**config.mk**
```make
export PLATFORM = sky130hd
export DESIGN_NAME = dense_to_sparse_compressor_core_flat
export DESIGN_NICKNAME = d
export VERILOG_FILES = /design/src/hw/rtl/dtsc_pkg.sv /design/src/hw/rtl/dtsc_if.sv /design/src/hw/rtl/dtsc_gen.sv /design/src/hw/rtl/dtsc_ser.sv /design/src/hw/rtl/dense_to_sparse_compressor_core.sv /design/src/flat_wrapper.sv
export VERILOG_INCLUDE_DIRS = /design/src /design/src/hw/rtl
export SDC_FILE = /design/constraint.sdc
export NUM_CORES = 1
export LEC_CHECK = 0
export BUFFER_PORTS_ARGS = -buffer_cell sky130_fd_sc_hd__buf_2
export CAP_MARGIN = 0
export CORE_MARGIN = 2
export CORE_UTILIZATION = 55
export CTS_CLUSTER_SIZE = 8
export DETAILED_ROUTE_END_ITERATION = 8
export PLACE_DENSITY = 0.72
export SLEW_MARGIN = 20
export SYNTH_ARGS = -nofsm -noshare
export SYNTH_HDL_FRONTEND = slang
export SYNTH_SLANG_ARGS = --single-unit
```
**constraint.sdc**
```tcl
create_clock -name clk -period 39.6 [get_ports clk]
set_input_delay 3.96 -clock clk [delete_from_list [all_inputs] [get_ports clk]]
set_output_delay 3.96 -clock clk [all_outputs]
set_load 0.01 [all_outputs]
```
**src/hw/rtl/dense_to_sparse_compressor_core_assert.svh**
```systemverilog
// ----------------------------------------------------------------------------
// dense to sparse compressor assertion macros
// clocked property checks that compile away when SYNTHESIS is defined
// ----------------------------------------------------------------------------
`ifndef DENSE_TO_SPARSE_COMPRESSOR_CORE_ASSERT_SVH
`define DENSE_TO_SPARSE_COMPRESSOR_CORE_ASSERT_SVH
`ifndef SYNTHESIS
// same-cycle implication, held off during reset
`define DTSC_ASSERT(lbl, clk, rst_n, ante, cons, msg) \
	lbl: assert property (@(posedge clk) disable iff (!rst_n) (ante) |-> (cons)) \
		else $error(msg);
// next-cycle implication, held off during reset
`define DTSC_ASSERT_NEXT(lbl, clk, rst_n, ante, cons, msg) \
	lbl: assert property (@(posedge clk) disable iff (!rst_n) (ante) |=> (cons)) \
		else $error(msg);
`else
`define DTSC_ASSERT(lbl, clk, rst_n, ante, cons, msg)
`define DTSC_ASSERT_NEXT(lbl, clk, rst_n, ante, cons, msg)
`endif
`endif

```
**src/hw/rtl/dtsc_pkg.sv**
```systemverilog
// ----------------------------------------------------------------------------
// dtsc_pkg
// shared types and constants of the dense to sparse compressor
// ----------------------------------------------------------------------------
`default_nettype none

package dtsc_pkg;

	// largest matrix the index counters cover
	localparam int unsigned MAX_ROWS = 256;
	localparam int unsigned MAX_COLS = 256;

	localparam int unsigned DIM_W   = 9;
	localparam int unsigned IDX_W   = 8;
	localparam int unsigned SLOT_W  = 17;
	localparam int unsigned COUNT_W = 16;
	localparam int unsigned REG_W   = 2;

	// configuration register indexes
	localparam logic [REG_W-1:0] REG_ROW_COUNT    = 2'd0;
	localparam logic [REG_W-1:0] REG_COLUMN_COUNT = 2'd1;
	localparam logic [REG_W-1:0] REG_ZERO_VALUE   = 2'd2;

	typedef enum logic [2:0] {
		KIND_ZERO    = 3'd0,
		KIND_ROWPTR  = 3'd1,
		KIND_DIAG    = 3'd2,
		KIND_OFFDIAG = 3'd3,
		KIND_END     = 3'd4
	} kind_t;

	// matrix shape after saturation
	typedef struct packed {
		logic [DIM_W-1:0] rows;
		logic [DIM_W-1:0] cols;
	} dims_t;

	// one result beat, value travels beside it
	typedef struct packed {
		kind_t              kind;
		logic [SLOT_W-1:0]  address;
		logic [IDX_W-1:0]   column;
		logic [SLOT_W-1:0]  pointer;
		logic [COUNT_W-1:0] nonzero_count;
		logic               last;
	} res_meta_t;

	// up to three results caused by one element
	typedef struct packed {
		res_meta_t [2:0] meta;
		logic [1:0]      count;
	} res_set_t;

endpackage

`default_nettype wire

```
**src/hw/rtl/dtsc_if.sv**
```systemverilog
// ----------------------------------------------------------------------------
// dtsc channel interfaces
// valid/ready channels for dense elements and sparse result beats
// ----------------------------------------------------------------------------
`default_nettype none

interface dtsc_in_if #(
	parameter int unsigned DATA_WIDTH = 32
) ();
	logic                         valid;
	logic                         ready;
	logic signed [DATA_WIDTH-1:0] element;

	modport source (output valid, output element, input ready);
	modport sink   (input valid, input element, output ready);
endinterface

interface dtsc_out_if #(
	parameter int unsigned DATA_WIDTH = 32
) ();
	logic                               valid;
	logic                               ready;
	logic [2:0]                         kind;
	logic [dtsc_pkg::SLOT_W-1:0]        address;
	logic [dtsc_pkg::IDX_W-1:0]         column;
	logic signed [DATA_WIDTH-1:0]       value;
	logic [dtsc_pkg::SLOT_W-1:0]        pointer;
	logic [dtsc_pkg::COUNT_W-1:0]       nonzero_count;
	logic                               last;

	modport source (
		output valid, output kind, output address, output column, output value,
		output pointer, output nonzero_count, output last, input ready
	);
	modport sink (
		input valid, input kind, input address, input column, input value,
		input pointer, input nonzero_count, input last, output ready
	);
endinterface

`default_nettype wire

```
**src/hw/rtl/dtsc_gen.sv**
```systemverilog
// ----------------------------------------------------------------------------
// dtsc_gen
// matrix position tracking and result set generation for one element
// ----------------------------------------------------------------------------
`default_nettype none
`include "dense_to_sparse_compressor_core_assert.svh"

module dtsc_gen #(
	parameter int unsigned DATA_WIDTH = 32
) (
	input  wire logic                  clk,
	input  wire logic                  arst_n,
	input  wire logic                  valid,
	input  wire logic                  consume,
	input  wire logic [DATA_WIDTH-1:0] element,
	input  wire dtsc_pkg::dims_t       dims,
	input  wire logic [DATA_WIDTH-1:0] zero_value,
	output dtsc_pkg::res_set_t         set,
	output logic [DATA_WIDTH-1:0]      vals [3]
);

	logic [dtsc_pkg::IDX_W-1:0]  row_q;
	logic [dtsc_pkg::IDX_W-1:0]  col_q;
	logic [dtsc_pkg::SLOT_W-1:0] next_slot_q;
	logic [dtsc_pkg::SLOT_W-1:0] offdiag_q;

	logic                        first;
	logic                        row_end;
	logic                        mat_end;
	logic                        is_diag;
	logic                        is_off;
	logic [dtsc_pkg::SLOT_W-1:0] ns0;
	logic [dtsc_pkg::SLOT_W-1:0] ns1;
	logic [dtsc_pkg::SLOT_W-1:0] cnt0;
	logic [dtsc_pkg::SLOT_W-1:0] cnt1;
	logic [3:0]                  cand_v;
	dtsc_pkg::res_meta_t         cand_m [4];
	logic [DATA_WIDTH-1:0]       cand_d [4];

	always_comb begin
		first   = (row_q == '0) && (col_q == '0);
		row_end = ({1'b0, col_q} + 9'd1) >= dims.cols;
		mat_end = row_end && (({1'b0, row_q} + 9'd1) >= dims.rows);
		is_diag = (row_q == col_q);
		is_off  = !is_diag && (element != zero_value);
		ns0     = first ? (dtsc_pkg::SLOT_W'(dims.rows) + 17'd1) : next_slot_q;
		cnt0    = first ? '0 : offdiag_q;
		ns1     = ns0 + dtsc_pkg::SLOT_W'(is_off);
		cnt1    = cnt0 + dtsc_pkg::SLOT_W'(is_off);
	end

	// candidates in emission order: zero slot, row pointer, data, end pointer
	always_comb begin
		cand_v[0] = first && !mat_end;
		cand_v[1] = (col_q == '0);
		cand_v[2] = is_diag || is_off;
		cand_v[3] = mat_end;

		cand_m[0] = '{dtsc_pkg::KIND_ZERO, dtsc_pkg::SLOT_W'(dims.rows), '0, '0, '0, 1'b0};
		cand_d[0] = zero_value;

		cand_m[1] = '{dtsc_pkg::KIND_ROWPTR, dtsc_pkg::SLOT_W'(row_q), '0, ns0, '0, 1'b0};
		cand_d[1] = '0;

		if (is_diag) begin
			cand_m[2] = '{dtsc_pkg::KIND_DIAG, dtsc_pkg::SLOT_W'(row_q), '0, '0, '0, 1'b0};
		end else begin
			cand_m[2] = '{dtsc_pkg::KIND_OFFDIAG, ns0, col_q, '0, '0, 1'b0};
		end
		cand_d[2] = element;

		cand_m[3] = '{dtsc_pkg::KIND_END, dtsc_pkg::SLOT_W'(dims.rows), '0, ns1,
			cnt1[dtsc_pkg::COUNT_W-1:0], 1'b1};
		cand_d[3] = zero_value;
	end

	// pack present candidates into consecutive slots
	always_comb begin
		logic [2:0] n;
		n = '0;
		set.meta = '0;
		for (int k = 0; k < 3; k++) begin
			vals[k] = '0;
		end
		for (int k = 0; k < 4; k++) begin
			if (cand_v[k] && (n < 3'd3)) begin
				set.meta[n[1:0]] = cand_m[k];
				vals[n[1:0]]     = cand_d[k];
				n = n + 3'd1;
			end
		end
		set.count = n[1:0];
	end

	always_ff @(posedge clk or negedge arst_n) begin
		if (!arst_n) begin
			row_q       <= '0;
			col_q       <= '0;
			next_slot_q <= 17'd2;
			offdiag_q   <= '0;
		end else if (consume) begin
			next_slot_q <= ns1;
			offdiag_q   <= cnt1;
			if (mat_end) begin
				row_q <= '0;
				col_q <= '0;
			end else if (row_end) begin
				row_q <= row_q + 8'd1;
				col_q <= '0;
			end else begin
				col_q <= col_q + 8'd1;
			end
		end
	end

	`DTSC_ASSERT(a_set_fits, clk, arst_n, valid, $countones(cand_v) <= 3,
		"more than three results for one element")
	`DTSC_ASSERT_NEXT(a_wrap_origin, clk, arst_n, consume && mat_end,
		(row_q == '0) && (col_q == '0), "position did not return to origin")
	`DTSC_ASSERT(a_end_last, clk, arst_n, valid && mat_end && (set.count != 2'd0),
		set.meta[set.count - 2'd1].last, "end pointer is not the final beat of the set")

endmodule

`default_nettype wire

```
**src/hw/rtl/dtsc_ser.sv**
```systemverilog
// ----------------------------------------------------------------------------
// dtsc_ser
// result bank that holds one element's results and sends them one per beat
// ----------------------------------------------------------------------------
`default_nettype none
`include "dense_to_sparse_compressor_core_assert.svh"

module dtsc_ser #(
	parameter int unsigned DATA_WIDTH = 32
) (
	input  wire logic                  clk,
	input  wire logic                  arst_n,
	input  wire logic                  set_valid,
	input  wire dtsc_pkg::res_set_t    set,
	input  wire logic [DATA_WIDTH-1:0] vals [3],
	output logic                       consume,
	output logic                       out_valid,
	input  wire logic                  out_ready,
	output dtsc_pkg::res_meta_t        out_meta,
	output logic [DATA_WIDTH-1:0]      out_value
);

	logic [1:0]            cnt_q;
	dtsc_pkg::res_meta_t   meta_q [3];
	logic [DATA_WIDTH-1:0] val_q  [3];
	logic                  pop;
	logic                  bank_free;
	logic                  load;

	always_comb begin
		out_valid = (cnt_q != 2'd0);
		pop       = out_valid && out_ready;
		bank_free = (cnt_q == 2'd0) || ((cnt_q == 2'd1) && pop);
		// an element with no results passes even while the bank drains
		consume   = set_valid && ((set.count == 2'd0) || bank_free);
		load      = consume && (set.count != 2'd0);
		out_meta  = meta_q[0];
		out_value = val_q[0];
	end

	always_ff @(posedge clk or negedge arst_n) begin
		if (!arst_n) begin
			cnt_q <= '0;
		end else if (load) begin
			cnt_q <= set.count;
		end else if (pop) begin
			cnt_q <= cnt_q - 2'd1;
		end
	end

	always_ff @(posedge clk) begin
		if (load) begin
			for (int k = 0; k < 3; k++) begin
				meta_q[k] <= set.meta[k];
				val_q[k]  <= vals[k];
			end
		end else if (pop) begin
			meta_q[0] <= meta_q[1];
			meta_q[1] <= meta_q[2];
			val_q[0]  <= val_q[1];
			val_q[1]  <= val_q[2];
		end
	end

	`DTSC_ASSERT(a_last_is_end, clk, arst_n, out_valid,
		out_meta.last == (out_meta.kind == dtsc_pkg::KIND_END),
		"last flag and end pointer kind disagree")

endmodule

`default_nettype wire

```
**src/hw/rtl/dense_to_sparse_compressor_core.sv**
```systemverilog
// ----------------------------------------------------------------------------
// dense_to_sparse_compressor_core
// converts a row-major dense matrix stream into new-Yale sparse array writes
// ----------------------------------------------------------------------------
// usage
//  - elements: one dense element per beat, row-major, valid/ready
//  - results: one array write per beat (zero slot, row pointer, diagonal,
//    off-diagonal entry, end pointer); last marks the end pointer of a matrix
//  - cfg port: row_count (index 0), column_count (1), zero_value (2); write
//    only while no element is in flight and all results have been taken
//  - path: an accepted element is registered in the input register, then loaded
//    into the result bank, whose head presents its first result beat
//  - throughput: one element per cycle when it causes at most one result and
//    results.ready stays high; an element that causes n results occupies the
//    result port for n beats, so the rate is set by the one-beat-per-cycle
//    result port (up to three beats at row starts and at the matrix end)
//  - elements that cause no result pass without waiting for the result port
//  - receiver stall: results wait in the bank, one element waits in the input
//    register, then elements.ready drops
//  - reset: position returns to row 0 column 0, bank and input register empty,
//    registers load 1x1 shape with zero value 0
// ----------------------------------------------------------------------------
`default_nettype none

module dense_to_sparse_compressor_core #(
	parameter int unsigned DATA_WIDTH = 32
) (
	input  wire logic                 clk,
	input  wire logic                 arst_n,
	dtsc_in_if.sink                   elements,
	dtsc_out_if.source                results,
	input  wire logic                 cfg_wr_en,
	input  wire logic [dtsc_pkg::REG_W-1:0] cfg_index,
	input  wire logic [((DATA_WIDTH > dtsc_pkg::DIM_W) ? DATA_WIDTH
		: dtsc_pkg::DIM_W)-1:0]       cfg_wdata
);

	// configuration registers
	logic [dtsc_pkg::DIM_W-1:0] row_count_q;
	logic [dtsc_pkg::DIM_W-1:0] column_count_q;
	logic [DATA_WIDTH-1:0]      zero_value_q;
	dtsc_pkg::dims_t            dims;

	// input register
	logic                  valid_s1;
	logic [DATA_WIDTH-1:0] element_s1;

	dtsc_pkg::res_set_t    set;
	logic [DATA_WIDTH-1:0] vals [3];
	logic                  consume;
	logic                  out_valid;
	dtsc_pkg::res_meta_t   out_meta;
	logic [DATA_WIDTH-1:0] out_value;

	always_ff @(posedge clk or negedge arst_n) begin
		if (!arst_n) begin
			row_count_q    <= 9'd1;
			column_count_q <= 9'd1;
			zero_value_q   <= '0;
		end else if (cfg_wr_en) begin
			unique case (cfg_index)
				dtsc_pkg::REG_ROW_COUNT: begin
					row_count_q <= cfg_wdata[dtsc_pkg::DIM_W-1:0];
				end
				dtsc_pkg::REG_COLUMN_COUNT: begin
					column_count_q <= cfg_wdata[dtsc_pkg::DIM_W-1:0];
				end
				dtsc_pkg::REG_ZERO_VALUE: begin
					zero_value_q <= cfg_wdata[DATA_WIDTH-1:0];
				end
				default: begin
					// unmapped index, write dropped
				end
			endcase
		end
	end

	// saturate shape into 1..max
	always_comb begin
		if (row_count_q == '0) begin
			dims.rows = 9'd1;
		end else if (row_count_q > dtsc_pkg::DIM_W'(dtsc_pkg::MAX_ROWS)) begin
			dims.rows = dtsc_pkg::DIM_W'(dtsc_pkg::MAX_ROWS);
		end else begin
			dims.rows = row_count_q;
		end
		if (column_count_q == '0) begin
			dims.cols = 9'd1;
		end else if (column_count_q > dtsc_pkg::DIM_W'(dtsc_pkg::MAX_COLS)) begin
			dims.cols = dtsc_pkg::DIM_W'(dtsc_pkg::MAX_COLS);
		end else begin
			dims.cols = column_count_q;
		end
	end

	// input register frees itself in the same cycle its element is consumed
	assign elements.ready = !valid_s1 || consume;

	always_ff @(posedge clk or negedge arst_n) begin
		if (!arst_n) begin
			valid_s1 <= 1'b0;
		end else if (elements.valid && elements.ready) begin
			valid_s1 <= 1'b1;
		end else if (consume) begin
			valid_s1 <= 1'b0;
		end
	end

	always_ff @(posedge clk) begin
		if (elements.valid && elements.ready) begin
			element_s1 <= elements.element;
		end
	end

	dtsc_gen #(
		.DATA_WIDTH (DATA_WIDTH)
	) u_gen (
		.clk        (clk),
		.arst_n     (arst_n),
		.valid      (valid_s1),
		.consume    (consume),
		.element    (element_s1),
		.dims       (dims),
		.zero_value (zero_value_q),
		.set        (set),
		.vals       (vals)
	);

	dtsc_ser #(
		.DATA_WIDTH (DATA_WIDTH)
	) u_ser (
		.clk       (clk),
		.arst_n    (arst_n),
		.set_valid (valid_s1),
		.set       (set),
		.vals      (vals),
		.consume   (consume),
		.out_valid (out_valid),
		.out_ready (results.ready),
		.out_meta  (out_meta),
		.out_value (out_value)
	);

	// result beat straight from the head of the bank
	assign results.valid         = out_valid;
	assign results.kind          = out_meta.kind;
	assign results.address       = out_meta.address;
	assign results.column        = out_meta.column;
	assign results.value         = out_value;
	assign results.pointer       = out_meta.pointer;
	assign results.nonzero_count = out_meta.nonzero_count;
	assign results.last          = out_meta.last;

endmodule

`default_nettype wire
```
**src/flat_wrapper.sv**
```systemverilog
// flat-port wrapper written by rule: the top's interface ports become plain ports
module dense_to_sparse_compressor_core_flat 
#(
	parameter int unsigned DATA_WIDTH = 32
)
  (clk, arst_n, cfg_wr_en, cfg_index, cfg_wdata, elements_valid, elements_element, elements_ready, results_valid, results_kind, results_address, results_column, results_value, results_pointer, results_nonzero_count, results_last, results_ready);
  dtsc_in_if #(.DATA_WIDTH(DATA_WIDTH)) elements_i ();
  dtsc_out_if #(.DATA_WIDTH(DATA_WIDTH)) results_i ();
  input  wire logic clk;
  input  wire logic arst_n;
  input  wire logic cfg_wr_en;
  input  wire logic [dtsc_pkg::REG_W-1:0] cfg_index;
  input  wire logic [((DATA_WIDTH > dtsc_pkg::DIM_W) ? DATA_WIDTH
		: dtsc_pkg::DIM_W)-1:0] cfg_wdata;
  input wire logic [$bits(elements_i.valid)-1:0] elements_valid;
  input wire logic [$bits(elements_i.element)-1:0] elements_element;
  output wire logic [$bits(elements_i.ready)-1:0] elements_ready;
  output wire logic [$bits(results_i.valid)-1:0] results_valid;
  output wire logic [$bits(results_i.kind)-1:0] results_kind;
  output wire logic [$bits(results_i.address)-1:0] results_address;
  output wire logic [$bits(results_i.column)-1:0] results_column;
  output wire logic [$bits(results_i.value)-1:0] results_value;
  output wire logic [$bits(results_i.pointer)-1:0] results_pointer;
  output wire logic [$bits(results_i.nonzero_count)-1:0] results_nonzero_count;
  output wire logic [$bits(results_i.last)-1:0] results_last;
  input wire logic [$bits(results_i.ready)-1:0] results_ready;
  assign elements_i.valid = elements_valid;
  assign elements_i.element = elements_element;
  assign elements_ready = elements_i.ready;
  assign results_valid = results_i.valid;
  assign results_kind = results_i.kind;
  assign results_address = results_i.address;
  assign results_column = results_i.column;
  assign results_value = results_i.value;
  assign results_pointer = results_i.pointer;
  assign results_nonzero_count = results_i.nonzero_count;
  assign results_last = results_i.last;
  assign results_i.ready = results_ready;
  dense_to_sparse_compressor_core #(.DATA_WIDTH(DATA_WIDTH)) u_core (.clk(clk), .arst_n(arst_n), .elements(elements_i), .results(results_i), .cfg_wr_en(cfg_wr_en), .cfg_index(cfg_index), .cfg_wdata(cfg_wdata));
endmodule
```
==> impl_results.md <==
* Worst hold path class: flop to flop
* Synth Flop Type: edfxtp_1
* Inserted Diodes at 0
* Total die area at just over 40000 sq um
* Row Count at slightly above 70
* Psw at between 0.0007 and 0.0008 W
* CTS sink count at between 400 and 500
* Clk_skew at 0.04916 ns
* Fin. Hold Viols at 0
* Leakage at between 9 and 10 nW
* Area Overhead vs Synth at 10.13%
* Reg clk slew, reported paths at about 0.050 ns
* Clock Latency Late Sink at approximately 0.62 ns
* Post-DP HPWL at between 30 and 40 mm
* Final design utilization at 0.6174
* Setup crit end kind: output pin
* Unique cell type count in the Yosys netlist at between 70 and 80
* Critical path arrival at roughly 7.3 ns
* Hold WS at ~0.48 ns
* Core Area at approximately 39000 sq um
* 1st-iter DRT viols at 1241
* First-pass GRT wire length at roughly 83 mm
* Sw Share at 0.3658
* Slew @ Worst Pin at between 1 and 1.5 ns
* R2r startpoint: u_core.u_gen.col_q[0]
* Hold_buf cts at 0
* Internal Power at roughly 0.0012 W
* CTS resizes at 0
* Critical path class: flop to output pin
* Commonest cells after routing, fill and taps aside: edfxtp_1 (311), nand2_1 (174), buf_2 (165)
* Max Cap Viol at 0
* Synthesized net count at around 1900
* H-tree levels at 2
* Clock Tree Buf Depth at 3
* HP Start: u_core.u_gen.offdiag_q[0]
* Maximum VDD drop at roughly 0.050 mV
* Vias per cell at ~5.9
* Flops & latches, synth at about 410
* Largest net degree at the start of global routing at 85
* Residual DRC count at 0
* Initial antenna violation count at 0
* EDFF count, synth at ~310
* DR vias at approximately 14000
* # port buffers at between 150 and 200
* Post-synthesis sequential area ratio at 0.5465
* Top Ports at 167
* Worst slack, placed at approximately 29 ns
* Clk root buf: clkbuf_16
* Fill count at roughly 3000
* Grt ovf at 0
* # Post-CTS Setup Buffers at 0
* Cell count after synthesis at about 1800
* TritonRoute pass-1 iters at 5
* Fin nets at 1966
* Reg2Reg Setup Slack at ~31 ns
* Min Tclk post-route at approximately 11 ns
* Post-route ant nets at 0
* Die height at about 200 um
* GP Congestion at 0.8803
* FFs w/ async S/R, synth at 0.2470
* Largest fanout on the critical path at between 40 and 50
* GRT Util Overall at 0.2612
* Comb pwr share at 0.365
* Synthesized area at around 22000 sq um
* Setup TNS at 0 ns
* Share of power burned in registers at 0.403
* Clock power frac at 0.232
* Startpoint Class: flop
* Final Cycle Share at 0.2854
* Initial Utilization at 0.5606
* Syn avg cell area at ~12 sq um
* Run status: complete, no violations
* DR WL/cell at roughly 22 um
* Max_slew headroom at 0.1690
* Pwr Density at between 80 and 90 nW/um^2
* Num CTS Buffers at 57
* Final WL at ~53 mm
* Final max-slew violation count at 0
* Worst EP required at roughly 36 ns
* Hold path depth at 1
* R2R Path End: u_core.u_ser.meta_q[0][26]
* Final setup vio count at 0
* Clock tree from TritonCTS: yes
* Die X at approximately 200 um
* Worst-case reg-to-reg path depth at 22
* Yosys warning count at 0
* WHS Endpoint: u_core.u_gen.offdiag_q[0]
* Most common cell after layout, fill and taps aside: edfxtp_1
* Unrepaired setup endpoints after global routing: no
* Share of post-route cells with drive strength above 1 at 0.2133
* Vias in the first global route at 14380
* Fin worst setup slack at 28.30 ns
* Highest achievable clock rate at around 88 MHz
==> worst max-delay path by stage <==
stage                               start                           to  slack (ns)  cells after the start
global route        u_core.u_gen.col_q[0]               elements_ready       27.89                     21
global placement    u_core.u_gen.col_q[0]               elements_ready       29.34                     21
CTS                 u_core.u_gen.col_q[0]               elements_ready       28.35                     21
finish              u_core.u_gen.col_q[0]               elements_ready       28.30                     21
floorplan           u_core.u_gen.col_q[0]  u_core.u_ser.meta_q[0][100]       21.07                     20
detailed placement  u_core.u_gen.col_q[0]               elements_ready       28.98                     21
==> power by group through the flow <==
stage	clock network, W	logic [W]	registers (W)
floorplan	0	0.000561	0.000821
global placement	0	0.000703	0.000788
detailed placement	0	0.000713	0.000795
CTS	0.000460	0.000717	0.000789
global route	0.000481	0.000777	0.000806
finish	0.000453	0.000714	0.000788
==> cells in the mapped netlist (3+ instances only) <==
master,number,area share
a31o_2,6,0.0024
buf_1,7,0.0012
a31oi_1,10,0.0029
o221ai_1,3,0.0012
a21oi_1,20,0.0046
nand4_1,18,0.0052
nand2_1,175,0.030
o31ai_1,14,0.0048
or3_1,13,0.0037
clkbuf_1,59,0.010
xor2_1,28,0.011
xnor2_1,55,0.022
a211oi_1,3,0.0010
a21o_1,7,0.0024
buf_6,14,0.0072
nand3b_1,4,0.0014
nand3_1,29,0.0067
mux2_2,109,0.056
ha_1,36,0.021
a41oi_1,4,0.0016
mux2_1,105,0.054
buf_2,19,0.0044
o21ai_0,71,0.016
nor4_2,8,0.0046
edfxtp_1,311,0.43
o2bb2ai_1,8,0.0032
nor2b_1,5,0.0014
dfstp_2,3,0.0036
nand2b_1,5,0.0014
a22o_1,67,0.027
mux2i_1,62,0.029
o211ai_1,3,0.0010
and4b_1,3,0.0014
o21a_1,4,0.0014
and2_1,8,0.0023
nor4_1,6,0.0017
a221o_1,7,0.0032
o22ai_1,20,0.0057
nor2_1,117,0.020
buf_4,99,0.034
nor3_1,27,0.0062
and3_1,8,0.0023
inv_1,85,0.015
dfrtp_1,99,0.11
==> logic make-up after synthesis <==
family | after synthesis | synth area share
simple gates | 441 | 0.09715
flops | 413 | 0.5465
buf+inv | 285 | 0.07214
mux | 276 | 0.1392
compound gates | 274 | 0.09088
xor+xnor | 83 | 0.03340
fa+ha+maj | 36 | 0.02069
==> final cells by class <==
class,instances,area (sq um),share of cell area
timing repair buffer,190,1025,0.04275
multi-input combinational,1110,8406,0.3507
clock inverter,4,67.56,0.002819
sequential,413,11900,0.4962
clock buffer,104,1603,0.06687
tap,518,648.1,0.02704
inverter,87,326.6,0.01362
==> through the flow <==
step           cell area [sq um]  cells  power (W)
2_1_floorplan              21770   1808   0.001382
3_3_place_gp               22290   2318   0.001491
3_5_place_dp               22290   2318   0.001507
4_1_cts                    23960   2426   0.001967
5_1_grt                    23970   2426   0.002064
6_report                   23970   2426   0.001955
==> critical path, cell delays in order, from the launching register on <==
cell	delay (ns)
dfrtp_1	0.52
ha_1	0.32
nand2_1	0.10
or3_1	0.34
xnor2_1	0.25
ha_1	0.30
o2111ai_1	0.10
a21oi_1	0.10
o41a_1	0.64
a21oi_1	0.62
ha_1	0.41
inv_1	0.16
a311o_2	0.13
buf_4	0.51
o21ai_0	0.34
ha_1	0.46
inv_1	0.08
a2111oi_2	0.42
o32a_2	0.54
nor2_1	0.18
nand2_1	0.12
buf_2	0.13
==> sequential cells by signal, indices dropped and copies added, names as in the netlist <==
register	flops
u_core.column_count_q	9
u_core.element_s1	32
u_core.row_count_q	9
u_core.u_gen.col_q	8
u_core.u_gen.next_slot_q	17
u_core.u_gen.offdiag_q	16
u_core.u_gen.row_q	8
u_core.u_ser.cnt_q	2
u_core.u_ser.meta_q	183
u_core.u_ser.val_q	96
u_core.valid_s1	1
u_core.zero_value_q	32
==> metal layers <==
metal	GRT usage	routed length (um)	share of wire
met4	0.1048	1858	0.035
met1	0.3407	22100	0.42
met2	0.4358	26090	0.49
met3	0.04478	3115	0.059
met5	0	0	0
(Power assumes the default switching activity.)
